==> config.mk <==
export PLATFORM = sky130hd
export DESIGN_NAME = url_percent_codec_flat
export DESIGN_NICKNAME = d
export VERILOG_FILES = /design/src/rtl/ucodec_pkg.sv /design/src/rtl/ucodec_in_if.sv /design/src/rtl/ucodec_out_if.sv /design/src/rtl/ucodec_cfg_if.sv /design/src/rtl/url_percent_codec.sv /design/src/rtl/ucodec_front.sv /design/src/rtl/ucodec_queue.sv /design/src/rtl/ucodec_back.sv /design/src/flat_wrapper.sv
export SDC_FILE = /design/constraint.sdc
export NUM_CORES = 1
export LEC_CHECK = 0
export BUFFER_PORTS_ARGS = -buffer_cell sky130_fd_sc_hd__clkbuf_2
export CORE_MARGIN = 2
export CORE_UTILIZATION = 55
export DETAILED_ROUTE_END_ITERATION = 8
export PLACE_DENSITY = 0.78
export SLEW_MARGIN = 5
export SYNTH_ARGS = -nofsm -noshare
export SYNTH_HDL_FRONTEND = slang
export SYNTH_SLANG_ARGS = --single-unit
==> constraint.sdc <==
create_clock -name i_clk -period 16.2 [get_ports i_clk]
set_input_delay 0.81 -clock i_clk [delete_from_list [all_inputs] [get_ports i_clk]]
set_output_delay 0.81 -clock i_clk [all_outputs]
set_load 0.1 [all_outputs]
==> src/rtl/ucodec_pkg.sv <==
`timescale 1ns / 1ps

package ucodec_pkg;

    localparam logic [7:0] CH_PLUS  = 8'h2B;
    localparam logic [7:0] CH_PCT   = 8'h25;
    localparam logic [7:0] CH_STAR  = 8'h2A;
    localparam logic [7:0] CH_SPACE = 8'h20;
    localparam logic [7:0] CH_DOT   = 8'h2E;
    localparam logic [7:0] CH_DASH  = 8'h2D;
    localparam logic [7:0] CH_UNDER = 8'h5F;
    localparam logic [7:0] CH_0     = 8'h30;
    localparam logic [7:0] CH_9     = 8'h39;
    localparam logic [7:0] CH_UA    = 8'h41;
    localparam logic [7:0] CH_UF    = 8'h46;
    localparam logic [7:0] CH_UZ    = 8'h5A;
    localparam logic [7:0] CH_LA    = 8'h61;
    localparam logic [7:0] CH_LF    = 8'h66;
    localparam logic [7:0] CH_LZ    = 8'h7A;
    localparam logic [3:0] HEX_TEN  = 4'd10;

    typedef enum logic [2:0] {
        PH_IDLE = 3'b001,
        PH_PCT  = 3'b010,
        PH_DIG  = 3'b100
    } t_phase;

    // Up to three output bytes produced by one input byte.
    typedef struct packed {
        logic [2:0][7:0] bytes;
        logic [1:0]      cnt;
        logic            last;
    } t_job;

    function automatic logic is_digit(input logic [7:0] c);
        return (c >= CH_0) && (c <= CH_9);
    endfunction

    function automatic logic is_hex(input logic [7:0] c);
        return is_digit(c) || ((c >= CH_LA) && (c <= CH_LF)) ||
               ((c >= CH_UA) && (c <= CH_UF));
    endfunction

    function automatic logic [3:0] hex_val(input logic [7:0] c);
        logic [3:0] v;
        if (is_digit(c)) begin
            v = c[3:0];
        end else if ((c >= CH_LA) && (c <= CH_LF)) begin
            v = c[3:0] - 4'd1 + HEX_TEN;
        end else if ((c >= CH_UA) && (c <= CH_UF)) begin
            v = c[3:0] - 4'd1 + HEX_TEN;
        end else begin
            v = 4'd0;
        end
        return v;
    endfunction

    function automatic logic [7:0] hex_upper(input logic [3:0] nib);
        logic [7:0] c;
        if (nib < HEX_TEN) begin
            c = CH_0 + {4'd0, nib};
        end else begin
            c = CH_UA + {4'd0, nib - HEX_TEN};
        end
        return c;
    endfunction

    function automatic logic passes_plain(input logic [7:0] c);
        return ((c >= CH_UA) && (c <= CH_UZ)) || ((c >= CH_LA) && (c <= CH_LZ)) ||
               is_digit(c) || (c == CH_DOT) || (c == CH_DASH) ||
               (c == CH_UNDER) || (c == CH_STAR);
    endfunction

    function automatic t_job job_append(input t_job j, input logic [7:0] b);
        t_job r;
        r = j;
        case (j.cnt)
            2'd0: begin
                r.bytes[0] = b;
            end
            2'd1: begin
                r.bytes[1] = b;
            end
            default: begin
                r.bytes[2] = b;
            end
        endcase
        r.cnt = j.cnt + 2'd1;
        return r;
    endfunction

endpackage

==> src/rtl/ucodec_in_if.sv <==
`timescale 1ns / 1ps

interface ucodec_in_if;
    logic       valid;
    logic       ready;
    logic [7:0] in_byte;
    logic       last_byte;

    modport source (output valid, output in_byte, output last_byte, input ready);
    modport sink (input valid, input in_byte, input last_byte, output ready);
endinterface

==> src/rtl/ucodec_out_if.sv <==
`timescale 1ns / 1ps

interface ucodec_out_if;
    logic       valid;
    logic       ready;
    logic [7:0] out_byte;
    logic       out_last;

    modport source (output valid, output out_byte, output out_last, input ready);
    modport sink (input valid, input out_byte, input out_last, output ready);
endinterface

==> src/rtl/ucodec_cfg_if.sv <==
`timescale 1ns / 1ps

interface ucodec_cfg_if;
    logic valid;
    logic ready;
    logic direction;

    modport source (output valid, output direction, input ready);
    modport sink (input valid, input direction, output ready);
endinterface

==> src/rtl/url_percent_codec.sv <==
// An accepted byte's job is registered in the job queue, then loaded into the
// output stage. One output byte per cycle while the output is ready; a byte
// that passes or maps to one character yields one, an escaped byte three.
// Reset (synchronous, active low) selects encode, drops any pending escape
// and empties the job queue and the output stage.
`timescale 1ns / 1ps

module url_percent_codec
    import ucodec_pkg::*;
(
    input  logic         i_clk,
    input  logic         i_rst_n,
    ucodec_in_if.sink    i_in,
    ucodec_cfg_if.sink   i_cfg,
    ucodec_out_if.source o_out
);

    logic push;
    logic q_ready;
    logic q_valid;
    logic pop;
    t_job f_job;
    t_job q_job;

    ucodec_front u_front (
        .i_clk     (i_clk),
        .i_rst_n   (i_rst_n),
        .i_in      (i_in),
        .i_cfg     (i_cfg),
        .i_q_ready (q_ready),
        .o_push    (push),
        .o_job     (f_job)
    );

    ucodec_queue u_queue (
        .i_clk   (i_clk),
        .i_rst_n (i_rst_n),
        .i_push  (push),
        .i_job   (f_job),
        .o_ready (q_ready),
        .i_pop   (pop),
        .o_valid (q_valid),
        .o_job   (q_job)
    );

    ucodec_back u_back (
        .i_clk     (i_clk),
        .i_rst_n   (i_rst_n),
        .i_q_valid (q_valid),
        .i_q_job   (q_job),
        .o_pop     (pop),
        .o_out     (o_out)
    );

endmodule

==> src/rtl/ucodec_front.sv <==
`timescale 1ns / 1ps

module ucodec_front
    import ucodec_pkg::*;
(
    input  logic          i_clk,
    input  logic          i_rst_n,
    ucodec_in_if.sink     i_in,
    ucodec_cfg_if.sink    i_cfg,
    input  logic          i_q_ready,
    output logic          o_push,
    output t_job          o_job
);

    logic       r_dir;
    t_phase     r_phase, n_phase;
    logic [7:0] r_held, n_held;
    t_job       job;
    logic       idle_path;
    logic       accept;
    logic [7:0] b;
    logic       last;

    assign i_cfg.ready = 1'b1;
    assign i_in.ready  = i_q_ready;
    assign accept      = i_in.valid && i_q_ready;
    assign b           = i_in.in_byte;
    assign last        = i_in.last_byte;

    always_comb begin
        job       = '0;
        job.last  = last;
        n_phase   = r_phase;
        n_held    = r_held;
        idle_path = 1'b0;
        if (!r_dir) begin
            if (passes_plain(b)) begin
                job = job_append(job, b);
            end else if (b == CH_SPACE) begin
                job = job_append(job, CH_PLUS);
            end else begin
                job = job_append(job, CH_PCT);
                job = job_append(job, hex_upper(b[7:4]));
                job = job_append(job, hex_upper(b[3:0]));
            end
        end else begin
            n_phase = PH_IDLE;
            case (r_phase)
                PH_PCT: begin
                    if (is_hex(b)) begin
                        if (last) begin
                            job = job_append(job, CH_PCT);
                            job = job_append(job, b);
                        end else begin
                            n_held  = b;
                            n_phase = PH_DIG;
                        end
                    end else begin
                        job       = job_append(job, CH_PCT);
                        idle_path = 1'b1;
                    end
                end
                PH_DIG: begin
                    if (is_hex(b)) begin
                        job = job_append(job, {hex_val(r_held), hex_val(b)});
                    end else begin
                        job       = job_append(job, CH_PCT);
                        job       = job_append(job, r_held);
                        idle_path = 1'b1;
                    end
                    n_held = 8'd0;
                end
                default: begin
                    idle_path = 1'b1;
                end
            endcase
            if (idle_path) begin
                if (b == CH_PLUS) begin
                    job = job_append(job, CH_SPACE);
                end else if (b == CH_PCT) begin
                    if (last) begin
                        job = job_append(job, CH_PCT);
                    end else begin
                        n_phase = PH_PCT;
                    end
                end else begin
                    job = job_append(job, b);
                end
            end
            if (last) begin
                n_phase = PH_IDLE;
                n_held  = 8'd0;
            end
        end
    end

    // A byte that only opens or extends an escape produces nothing to queue.
    assign o_push = accept && (job.cnt != 2'd0);
    assign o_job  = job;

    always_ff @(posedge i_clk) begin
        if (!i_rst_n) begin
            r_dir   <= 1'b0;
            r_phase <= PH_IDLE;
            r_held  <= 8'd0;
        end else if (i_cfg.valid) begin
            r_dir   <= i_cfg.direction;
            r_phase <= PH_IDLE;
            r_held  <= 8'd0;
        end else if (accept) begin
            r_phase <= n_phase;
            r_held  <= n_held;
        end
    end

endmodule

==> src/rtl/ucodec_queue.sv <==
`timescale 1ns / 1ps

module ucodec_queue
    import ucodec_pkg::*;
(
    input  logic i_clk,
    input  logic i_rst_n,
    input  logic i_push,
    input  t_job i_job,
    output logic o_ready,
    input  logic i_pop,
    output logic o_valid,
    output t_job o_job
);

    t_job       r_mem [2];
    logic       r_wptr;
    logic       r_rptr;
    logic [1:0] r_count;

    assign o_ready = (r_count != 2'd2);
    assign o_valid = (r_count != 2'd0);
    assign o_job   = r_mem[r_rptr];

    always_ff @(posedge i_clk) begin
        if (i_push) begin
            r_mem[r_wptr] <= i_job;
        end
    end

    always_ff @(posedge i_clk) begin
        if (!i_rst_n) begin
            r_wptr  <= 1'b0;
            r_rptr  <= 1'b0;
            r_count <= 2'd0;
        end else begin
            if (i_push) begin
                r_wptr <= ~r_wptr;
            end
            if (i_pop) begin
                r_rptr <= ~r_rptr;
            end
            case ({i_push, i_pop})
                2'b10: begin
                    r_count <= r_count + 2'd1;
                end
                2'b01: begin
                    r_count <= r_count - 2'd1;
                end
                default: begin
                    r_count <= r_count;
                end
            endcase
        end
    end

endmodule

==> src/rtl/ucodec_back.sv <==
`timescale 1ns / 1ps

module ucodec_back
    import ucodec_pkg::*;
(
    input  logic          i_clk,
    input  logic          i_rst_n,
    input  logic          i_q_valid,
    input  t_job          i_q_job,
    output logic          o_pop,
    ucodec_out_if.source  o_out
);

    t_job       r_job;
    logic [1:0] r_idx;
    logic       r_busy;
    logic       at_end;
    logic       xfer;
    logic       done;

    assign at_end = (r_idx == (r_job.cnt - 2'd1));
    assign xfer   = r_busy && o_out.ready;
    assign done   = xfer && at_end;
    // The next job is loaded in the cycle that the current one's last byte transfers.
    assign o_pop  = i_q_valid && (!r_busy || done);

    assign o_out.valid    = r_busy;
    assign o_out.out_last = r_job.last && at_end;

    always_comb begin
        case (r_idx)
            2'd0: begin
                o_out.out_byte = r_job.bytes[0];
            end
            2'd1: begin
                o_out.out_byte = r_job.bytes[1];
            end
            default: begin
                o_out.out_byte = r_job.bytes[2];
            end
        endcase
    end

    always_ff @(posedge i_clk) begin
        if (o_pop) begin
            r_job <= i_q_job;
        end
    end

    always_ff @(posedge i_clk) begin
        if (!i_rst_n) begin
            r_busy <= 1'b0;
            r_idx  <= 2'd0;
        end else if (o_pop) begin
            r_busy <= 1'b1;
            r_idx  <= 2'd0;
        end else if (done) begin
            r_busy <= 1'b0;
            r_idx  <= 2'd0;
        end else if (xfer) begin
            r_idx <= r_idx + 2'd1;
        end
    end

endmodule

==> src/flat_wrapper.sv <==
// flat-port wrapper written by rule: the top's interface ports become plain ports
module url_percent_codec_flat import ucodec_pkg::*;
  (i_clk, i_rst_n, i_in_valid, i_in_in_byte, i_in_last_byte, i_in_ready, i_cfg_valid, i_cfg_direction, i_cfg_ready, o_out_valid, o_out_out_byte, o_out_out_last, o_out_ready);
  ucodec_in_if i_in_i ();
  ucodec_cfg_if i_cfg_i ();
  ucodec_out_if o_out_i ();
  input  logic i_clk;
  input  logic i_rst_n;
  input wire logic [$bits(i_in_i.valid)-1:0] i_in_valid;
  input wire logic [$bits(i_in_i.in_byte)-1:0] i_in_in_byte;
  input wire logic [$bits(i_in_i.last_byte)-1:0] i_in_last_byte;
  output wire logic [$bits(i_in_i.ready)-1:0] i_in_ready;
  input wire logic [$bits(i_cfg_i.valid)-1:0] i_cfg_valid;
  input wire logic [$bits(i_cfg_i.direction)-1:0] i_cfg_direction;
  output wire logic [$bits(i_cfg_i.ready)-1:0] i_cfg_ready;
  output wire logic [$bits(o_out_i.valid)-1:0] o_out_valid;
  output wire logic [$bits(o_out_i.out_byte)-1:0] o_out_out_byte;
  output wire logic [$bits(o_out_i.out_last)-1:0] o_out_out_last;
  input wire logic [$bits(o_out_i.ready)-1:0] o_out_ready;
  assign i_in_i.valid = i_in_valid;
  assign i_in_i.in_byte = i_in_in_byte;
  assign i_in_i.last_byte = i_in_last_byte;
  assign i_in_ready = i_in_i.ready;
  assign i_cfg_i.valid = i_cfg_valid;
  assign i_cfg_i.direction = i_cfg_direction;
  assign i_cfg_ready = i_cfg_i.ready;
  assign o_out_valid = o_out_i.valid;
  assign o_out_out_byte = o_out_i.out_byte;
  assign o_out_out_last = o_out_i.out_last;
  assign o_out_i.ready = o_out_ready;
  url_percent_codec u_core (.i_clk(i_clk), .i_rst_n(i_rst_n), .i_in(i_in_i), .i_cfg(i_cfg_i), .o_out(o_out_i));
endmodule
==> results_dict.tcl, run 1 <==
set metrics [dict create \
    run_status "finished, final reports clean" \
    grt_remaining_overflow 0 \
    hold_viol_final 0 \
    via_per_inst 6.46 \
    powerDensity_nw_per_um2 130 \
    leakagePower_nw 2.19 \
    critPathBufInv 2 \
    max_slew_margin_pct 33.5 \
    grt_usage_pct 25.6 \
    grt_pass1_vias 4257 \
    cts_htree_levels 3 \
    syn_nets 573 \
    slowest_delay_ps 530 \
    setup_viol 0 \
    cts_max_path_buffers 2 \
    globalRouteMet3Util_pct 4.50 \
    route.vias.total 4400 \
    startpoint_type "input port" \
    cp_max_fo 12 \
    cp_slowest_cell "o32a_1" \
    ys_async_sr_fraction_pct 0 \
    grt_pass1_wl_mm 22.4 \
    dieArea_um2 11400 \
    fin_crit_sh_pct 31.2 \
    busiest_layer "met2" \
    place.port_buffers 25 \
    io_pins 27 \
    holdBufCountCts 0 \
    insertedDiodeCount 0 \
    yosysTopAreaCellShare_pct 41.8 \
    fin_cells 681 \
    synth_edf_count 81 \
    arrival_ps 5370 \
    rsz0062_at_grt "no" \
    yosysTopAreaCell "edfxtp_1" \
    fin_nets 581 \
    hold_class "reg2reg" \
    tritoncts "done" \
    dp.cells 665 \
    drt_iter0_drc 561 \
    firstDrtPassIters 5 \
    routedWlPerCell_um 20.4 \
    peakVddDrop_mv 0.0986 \
    cap_violations 0 \
    die_w_um 107 \
    crit_required_ps 16510 \
    grtUsageMet1_pct 34.7 \
    dp_hpwl_mm 10.0 \
    core_area_um2 10300 \
    cp-end-kind "register" \
    crit_family "compound AO/OA/AOI/OAI gates" \
    multi_input_area_um2 2790 \
    critPathKind "in2reg" \
    met2_usage_pct 40.3 \
    period_minus_slack_ps 5060 \
    drt-total-wl_mm 13.9 \
    gp_congestion 0.946 \
    die_h_um 107 \
    fin_hold_ws_ps 499 \
    clkLatencyLatePin_ps 370 \
    clk_pin_slew_ps 100 \
    root_buffer "clkbuf_8" \
    slew_viol_final 0 \
    finClkSkew_ps 19.2 \
    tns_ps 0 \
    worstMarginPinSlew_ps 994 \
    final_util_pct 60.2 \
    cts.sinks 100 \
    cts_inserted_buffers 9 \
    synth_seq_area_share_pct 48.3 \
    synth.distinct_cells 82 \
    start_util_pct 56.6 \
    synth-main-ff-cell "edfxtp_1" \
    grt_max_degree 30 \
    cts_setup_buffers 0 \
    drive_above_1_share_pct 18.9 \
    cp_cell_sequence "clkbuf_2 -> inv_1 -> ha_1 -> nor4b_1 -> a21o_1 -> o32a_1 -> nand2_1 -> a21boi_0 -> ha_1 -> o221a_1 -> nor3_1 -> o21ai_1 -> a21oi_1 -> or2_1 -> ha_1 -> or3_1 -> a21boi_0" \
    fillCellCount 863 \
    drc 0 \
    avgSynthCellArea_um2 10.9 \
    synthCells 532 \
    regArea_um2 2810 \
    fp-row-count 37 \
    synthTopCellsByArea "edfxtp_1 42%, dfxtp_1 6.5%, ha_1 5.6%" \
    cpMostUsedCell "ha_1" \
    area.growth.synth_to_final_pct 6.24 \
    ys_warn_count 0 \
    fmax_mhz 198 \
    cts-resized-gates 0 \
    drtAntennaViolNets 0 \
    antenna_found_initial 0 \
    ys_ff_latch 100 \
    synthesis.area_um2 5820 \
]
## cells by family (layout without fill, tap and decap cells)
kind of cell             Yosys count  in the layout  share of synthesized area [%]
multiplexers                      38             38                           7.12
buffers and inverters             49             62                           3.93
AO/OA/AOI/OAI                    132            132                           17.2
adder cells (fa/ha/maj)           26             26                           5.59
other                              1              1                         0.0644
XOR/XNOR                          15             15                           2.26
flip-flops                       100            100                           48.3
AND/OR/NAND/NOR                  171            171                           15.5
## area by class of cell
cell class	count	area share (%)
timing repair buffer	31	2.75
inverter	15	0.911
tap	136	2.75
multi-input combinational	383	45.1
clock inverter	7	0.951
sequential	100	45.5
clock buffer	9	2.00
## per-stage QoR
step / power, W / setup WS [ps] / area (µm²)
2_1_floorplan: 0.000604 / 10090 / 5820
3_3_place_gp: 0.000655 / 11130 / 6000
3_5_place_dp: 0.000663 / 10860 / 6000
4_1_cts: 0.000809 / 11210 / 6180
5_1_grt: 0.000842 / 10820 / 6180
6_report: 0.000805 / 11140 / 6180
## power by group
group          total, W  switching [W]  internal, W
sequential     0.000378      0.0000200     0.000359
clock          0.000149      0.0000904    0.0000585
combinational  0.000278       0.000207    0.0000710
## synth_stat cells, drive strengths merged, types with 4 or more instances
library cell,count
nand4,6
nand3,18
o22ai,5
edfxtp,81
xor2,5
o21ai,22
nand2,60
mux2i,11
mux2,27
or3,4
a32o,4
a22oi,11
nand2b,7
and2,4
and3,6
a31oi,9
o21a,4
a32oi,6
buf,16
xnor2,10
nor2,22
a21boi,4
dfxtp,19
nor3b,5
clkbuf,18
nor3,12
a211oi,4
inv,15
or2,4
a21oi,25
ha,26
nor2b,7
## state kept, by name, summed over array words and instances, names as in the netlist, 2 cells and up
name / count
u_core.u_front.r_phase: 3
u_core.u_queue.r_mem: 54
u_core.u_back.r_job: 27
u_core.u_front.r_held: 8
u_core.u_queue.r_count: 2
u_core.u_back.r_idx: 2
## worst register-to-register path: cells and delay by family (launching register included)
| kind | cells | cell delay (ps) |
|---|---|---|
| AND/OR/NAND/NOR | 5 | 1650 |
| AO/OA/AOI/OAI | 5 | 960 |
| adder cells (fa/ha/maj) | 2 | 600 |
| flip-flops | 1 | 450 |
## final timing paths
kind,startpoint,endpoint,slack [ps],cells past startpoint
worst min register to register,u_core.u_front.r_held[5],u_core.u_front.r_held[5],500,2
worst min-delay path,u_core.u_front.r_held[5],u_core.u_front.r_held[5],500,2
worst max-delay path,i_in_in_byte[1],u_core.u_queue.r_count[1],11140,17
worst max register to register,u_core.u_front.r_phase[1],u_core.u_queue.r_count[1],12460,12
## routing by layer
layer | routed length [µm] | share of wire, %
met1 | 5780 | 42
met4 | 542 | 3.9
met2 | 6440 | 46
met5 | 0 | 0
met3 | 1120 | 8.1
## cell usage in the layout (no fill, tap or decap), types with 10 or more instances in the layout
cell / count
a21oi_1: 22
dfxtp_1: 19
nand3_1: 18
nor3_1: 10
nand2_1: 60
inv_1: 15
mux2i_1: 11
o21ai_0: 18
a22oi_1: 11
ha_1: 26
edfxtp_1: 81
nor2_1: 21
mux2_2: 27
xnor2_1: 10
clkbuf_2: 25
Power figures use the tool's default switching activity.
==> run 2, diff against run 1 <==
- PLACE_DENSITY: 0.78 -> 0.8
- clock period: 16.2 -> 4.3 ns (I/O delays scaled with it)
==> results_dict.tcl, run 2 (same netlist as run 1, synthesis figures left out) <==
set metrics [dict create \
    run_status "finished, final reports clean" \
    worstMarginPinSlew_ps 914 \
    final_cell_mix "81 x edfxtp_1, 60 x nand2_1, 27 x mux2_2" \
    startpoint_type "input port" \
    tritoncts "done" \
    cp_cell_sequence "clkbuf_2 -> ha_1 -> nand2b_1 -> o21a_1 -> o32ai_2 -> nor2_1 -> nand2_1 -> a21boi_0 -> ha_1 -> o221a_1 -> nor3_1 -> o21ai_1 -> a21oi_1 -> or2_1 -> ha_1 -> or3_1 -> a21boi_0" \
    powerDensity_nw_per_um2 502 \
    cpMostUsedCell "ha_1" \
    arrival_ps 4120 \
    antenna_found_initial 0 \
    holdBufCountCts 0 \
    ff2ff_setup_slack_ps 1010 \
    reg2reg_to "u_core.u_queue.r_count[1]" \
    routedWlPerCell_um 21.0 \
    leakagePower_nw 2.26 \
    drc 0 \
    critPathBufInv 1 \
    route.vias.total 4414 \
    largest_reg_flops 54 \
    grt_usage_pct 26.0 \
    die_w_um 107 \
    setup_viol 0 \
    rsz0062_at_grt "no" \
    cp_max_fo 13 \
    fin_crit_sh_pct 88.8 \
    grt_remaining_overflow 0 \
    insertedDiodeCount 0 \
    drtAntennaViolNets 0 \
    cap_violations 0 \
    crit_family "compound AO/OA/AOI/OAI gates" \
    final_common_cell "edfxtp_1" \
    r2r-start "u_core.u_front.r_phase[2]" \
    start_util_pct 56.6 \
    cts-resized-gates 0 \
    cp_slowest_cell "o32ai_2" \
    cp-end-kind "register" \
    slew_viol_final 0 \
    firstDrtPassIters 5 \
    min-delay-start "i_cfg_direction" \
    gp_congestion 0.976 \
    dieArea_um2 11400 \
    max_slew_margin_pct 38.9 \
    tns_ps 0 \
    min_path_cells 3 \
    reg_top3 "u_core.u_queue.r_mem (54), u_core.u_back.r_job (27), u_core.u_front.r_held (8)" \
    drt_iter0_drc 552 \
    cts.sinks 100 \
    hold_viol_final 0 \
    io_pins 27 \
    clkLatencyLatePin_ps 370 \
    root_buffer "clkbuf_8" \
    final_util_pct 61.7 \
    core_area_um2 10300 \
    drive_above_1_share_pct 20.5 \
    cts_inserted_buffers 9 \
    clk_pin_slew_ps 100 \
    finClkSkew_ps 10.1 \
    hold_end "u_core.u_front.r_dir" \
    cts_setup_buffers 0 \
    grt_pass1_wl_mm 22.5 \
    via_per_inst 6.38 \
    reg2regPathDepth 12 \
    grt_max_degree 30 \
    grt_pass1_vias 4082 \
    fmax_mhz 262 \
    die_h_um 107 \
    area.growth.synth_to_final_pct 8.99 \
    regMostFlops "u_core.u_queue.r_mem" \
    dp_hpwl_mm 10.6 \
    fin_cells 692 \
    slowest_delay_ps 560 \
    crit_required_ps 4600 \
    drt-total-wl_mm 14.5 \
    cts_htree_levels 3 \
    cts_max_path_buffers 2 \
    peakVddDrop_mv 0.327 \
    hold_class "in2reg" \
    critPathKind "in2reg" \
    fp-row-count 37 \
    fin_nets 592 \
    place.port_buffers 25 \
    dp.cells 676 \
    period_minus_slack_ps 3820 \
]
==> run 2: changes by cell type in the layout (fill, tap and decap cells not counted), moves of 2 or more <==
cell / delta
clkinvlp_4: +2
buf_4: +10
clkinv_2: -2
bufinv_16: +2
==> run 2: power by group <==
part | internal, W | switching, W
Combinational | 0.000283 | 0.000792
Clock | 0.000337 | 0.000351
Sequential | 0.00135 | 0.0000693
Total | 0.00197 | 0.00121
==> run 2: cell type report <==
| type | instances | area [µm²] |
|---|---|---|
| fill | 826 | 3940 |
| inverter | 15 | 56.3 |
| sequential | 100 | 2810 |
| clock inverter | 7 | 111 |
| clock buffer | 9 | 124 |
| tap | 136 | 170 |
| timing repair buffer | 42 | 265 |
| multi-input combinational | 383 | 2800 |
==> run 2: tightest hold or removal path, cell delays in order <==
cell and delay [ps]:
clkbuf_2 70, mux2i_1 50, nor2b_1 110
==> run 2: stage by stage <==
stage          worst slack, ps  hold slack, ps  power, W  instance area [µm²]
2_1_floorplan             15.8             337   0.00228                 5840
3_3_place_gp               315             476   0.00249                 6110
3_5_place_dp               187             495   0.00252                 6110
4_1_cts                    573             104   0.00320                 6340
5_1_grt                    129             137   0.00331                 6340
6_report                   481             113   0.00318                 6340
==> run 2: worst max-delay path by stage <==
| stage | startpoint | to | slack, ps | cells after the start |
|---|---|---|---|---|
| 2_1_floorplan | i_in_in_byte[1] | u_core.u_queue.r_mem[1][0] | 20 | 16 |
| 3_3_place_gp | i_in_in_byte[5] | u_core.u_queue.r_count[1] | 320 | 17 |
| 3_5_place_dp | i_in_in_byte[5] | u_core.u_queue.r_count[1] | 190 | 17 |
| 4_1_cts | i_in_in_byte[5] | u_core.u_queue.r_count[1] | 570 | 17 |
| 5_1_grt | i_in_in_byte[5] | u_core.u_queue.r_count[1] | 130 | 17 |
| 6_report | i_in_in_byte[5] | u_core.u_queue.r_count[1] | 480 | 17 |
==> run 2: layer usage <==
layer / up-vias / track usage [%] / wire, µm
li1: 2057 / - / -
met1: 2082 / 35.8 / 6170
met2: 231 / 41.8 / 6730
met3: 44 / 3.95 / 1130
met4: 0 / 9.37 / 465
met5: - / 0 / 0
==> run 3, diff against run 2 <==
- CORE_MARGIN: 2 -> 8
- PLACE_DENSITY: 0.8 -> 0.78
- SETUP_SLACK_MARGIN: unset -> 0.3
==> results_dict.tcl, run 3 (same netlist as run 1, synthesis figures left out) <==
set metrics [dict create \
    min_path_cells 3 \
    cts_htree_levels 3 \
    final_cell_mix "81 x edfxtp_1, 60 x nand2_1, 27 x mux2_2" \
    die_h_um 119 \
    powerDensity_nw_per_um2 484 \
    pre_cts_slack_ps -27.8 \
    io_pins 27 \
    gp_congestion 0.972 \
    clk_pin_slew_ps 100 \
    fillCellCount 858 \
    hold_class "in2reg" \
    hold_viol_final 0 \
    root_buffer "clkbuf_8" \
    fin_nets 602 \
    place.port_buffers 25 \
    leakagePower_nw 2.31 \
    grt_remaining_overflow 0 \
    final_util_pct 62.2 \
    tritoncts "done" \
    ff2ff_setup_slack_ps 890 \
    grt_pass1_wl_mm 23.2 \
    rsz0062_at_grt "no" \
    route.vias.total 4369 \
    period_minus_slack_ps 3750 \
    slew_viol_final 0 \
    dp_hpwl_mm 11.1 \
    fp-row-count 37 \
    worstMarginPinSlew_ps 967 \
    final_common_cell "edfxtp_1" \
    cap_violations 0 \
    drt_iter0_drc 392 \
    run_status "finished, final reports clean" \
    reg2regPathDepth 12 \
    dieArea_um2 14100 \
    fin_crit_sh_pct 87.3 \
    reg_top3 "u_core.u_queue.r_mem (54), u_core.u_back.r_job (27), u_core.u_front.r_held (8)" \
    hold_end "u_core.u_front.r_dir" \
    grt_max_degree 30 \
    crit_required_ps 4590 \
    insertedDiodeCount 0 \
    startpoint_type "input port" \
    reg2reg_to "u_core.u_queue.r_count[1]" \
    area.growth.synth_to_final_pct 10.3 \
    drtAntennaViolNets 0 \
    via_per_inst 6.22 \
    fin_area_um2 6420 \
    cts.sinks 100 \
    arrival_ps 4040 \
    max_slew_margin_pct 35.4 \
    dpl_cell_area_um2 6160 \
    clkLatencyLatePin_ps 370 \
    critPathKind "in2reg" \
    r2r-start "u_core.u_front.r_phase[2]" \
    cts_max_path_buffers 2 \
    setup_slack_ps 546 \
    core_area_um2 10300 \
    cts_inserted_buffers 9 \
    antenna_found_initial 0 \
    cp_max_fo 11 \
    grt_pass1_vias 4221 \
    startpoint "i_in_in_byte[1]" \
    finClkSkew_ps 13.7 \
    peakVddDrop_mv 0.321 \
    regMostFlops "u_core.u_queue.r_mem" \
    start_util_pct 56.4 \
    drt-total-wl_mm 14.8 \
    setup_viol 0 \
    cp-end-kind "register" \
    fmax_mhz 266 \
    die_w_um 119 \
    grt_usage_pct 20.7 \
    routedWlPerCell_um 21.1 \
    firstDrtPassIters 6 \
    fin_hold_ws_ps 111 \
    largest_reg_flops 54 \
    drc 0 \
    min-delay-start "i_cfg_direction" \
    drive_above_1_share_pct 22.4 \
]
==> run 3: cell types whose count changed in the layout (fill, tap and decap cells not counted), sizes merged <==
cell,before,now
clkinvlp,2,1
clkbuf,34,35
clkinv,2,1
inv,16,18
bufinv,2,1
buf,17,27
==> run 3: what timing repair did <==
action / CTS / global route
endpoints found under the setup margin: 0 / 2
gates resized for setup: 0 / 4
hold buffers: 0 / 0
setup buffers: 0 / 4
==> run 3: routing by layer <==
metal	routed length (µm)	track usage (%)	vias to the layer above
met3	896	3.31	26
li1	-	-	2074
met4	379	8.54	0
met2	7000	33.9	160
met5	0	0	-
met1	6530	26.7	2109
==> run 3: report_power, final <==
part | internal (W) | switching (W)
Combinational | 0.000289 | 0.000794
Sequential | 0.00135 | 0.0000740
Clock | 0.000276 | 0.000322
==> run 3: cell type report <==
class	instances	area, µm²	area share [%]
multi-input combinational	383	2840	44.3
sequential	100	2810	43.8
timing repair buffer	52	340	5.30
tap	136	170	2.65
clock buffer	10	128	1.99
clock inverter	6	70.1	1.09
inverter	15	56.3	0.877
==> run 3: worst max-delay path by stage <==
| stage | to | slack [ps] |
|---|---|---|
| after floorplan | u_core.u_queue.r_mem[1][0] | 320 |
| after global placement | u_core.u_queue.r_count[1] | 140 |
| after detailed placement | u_core.u_queue.r_count[1] | -30 |
| after CTS | u_core.u_queue.r_count[1] | 360 |
| after global routing | u_core.u_queue.r_count[1] | 380 |
| final | u_core.u_queue.r_count[1] | 550 |
==> run 3: per-stage QoR <==
| step | setup TNS (ps) | instances | total power [W] |
|---|---|---|---|
| 6_report | 0 | 702 | 0.00310 |
| 5_1_grt | 0 | 702 | 0.00325 |
| 4_1_cts | 0 | 698 | 0.00312 |
| 3_5_place_dp | -27.8 | 682 | 0.00253 |
| 3_3_place_gp | 0 | 682 | 0.00251 |
| 2_1_floorplan | 0 | 532 | 0.00228 |
==> run 3: critical path: stages <==
cell and delay, ps:
clkbuf_2 90, buf_4 190, ha_1 200, nor4b_2 310, a22oi_1 210, a211o_2 440, a21oi_1 340, nor2_1 130
ha_1 340, o221a_1 210, nor3_1 60, o21ai_1 160, a21oi_2 110, or2_1 220, ha_1 310, or3_1 350
a21boi_0 180
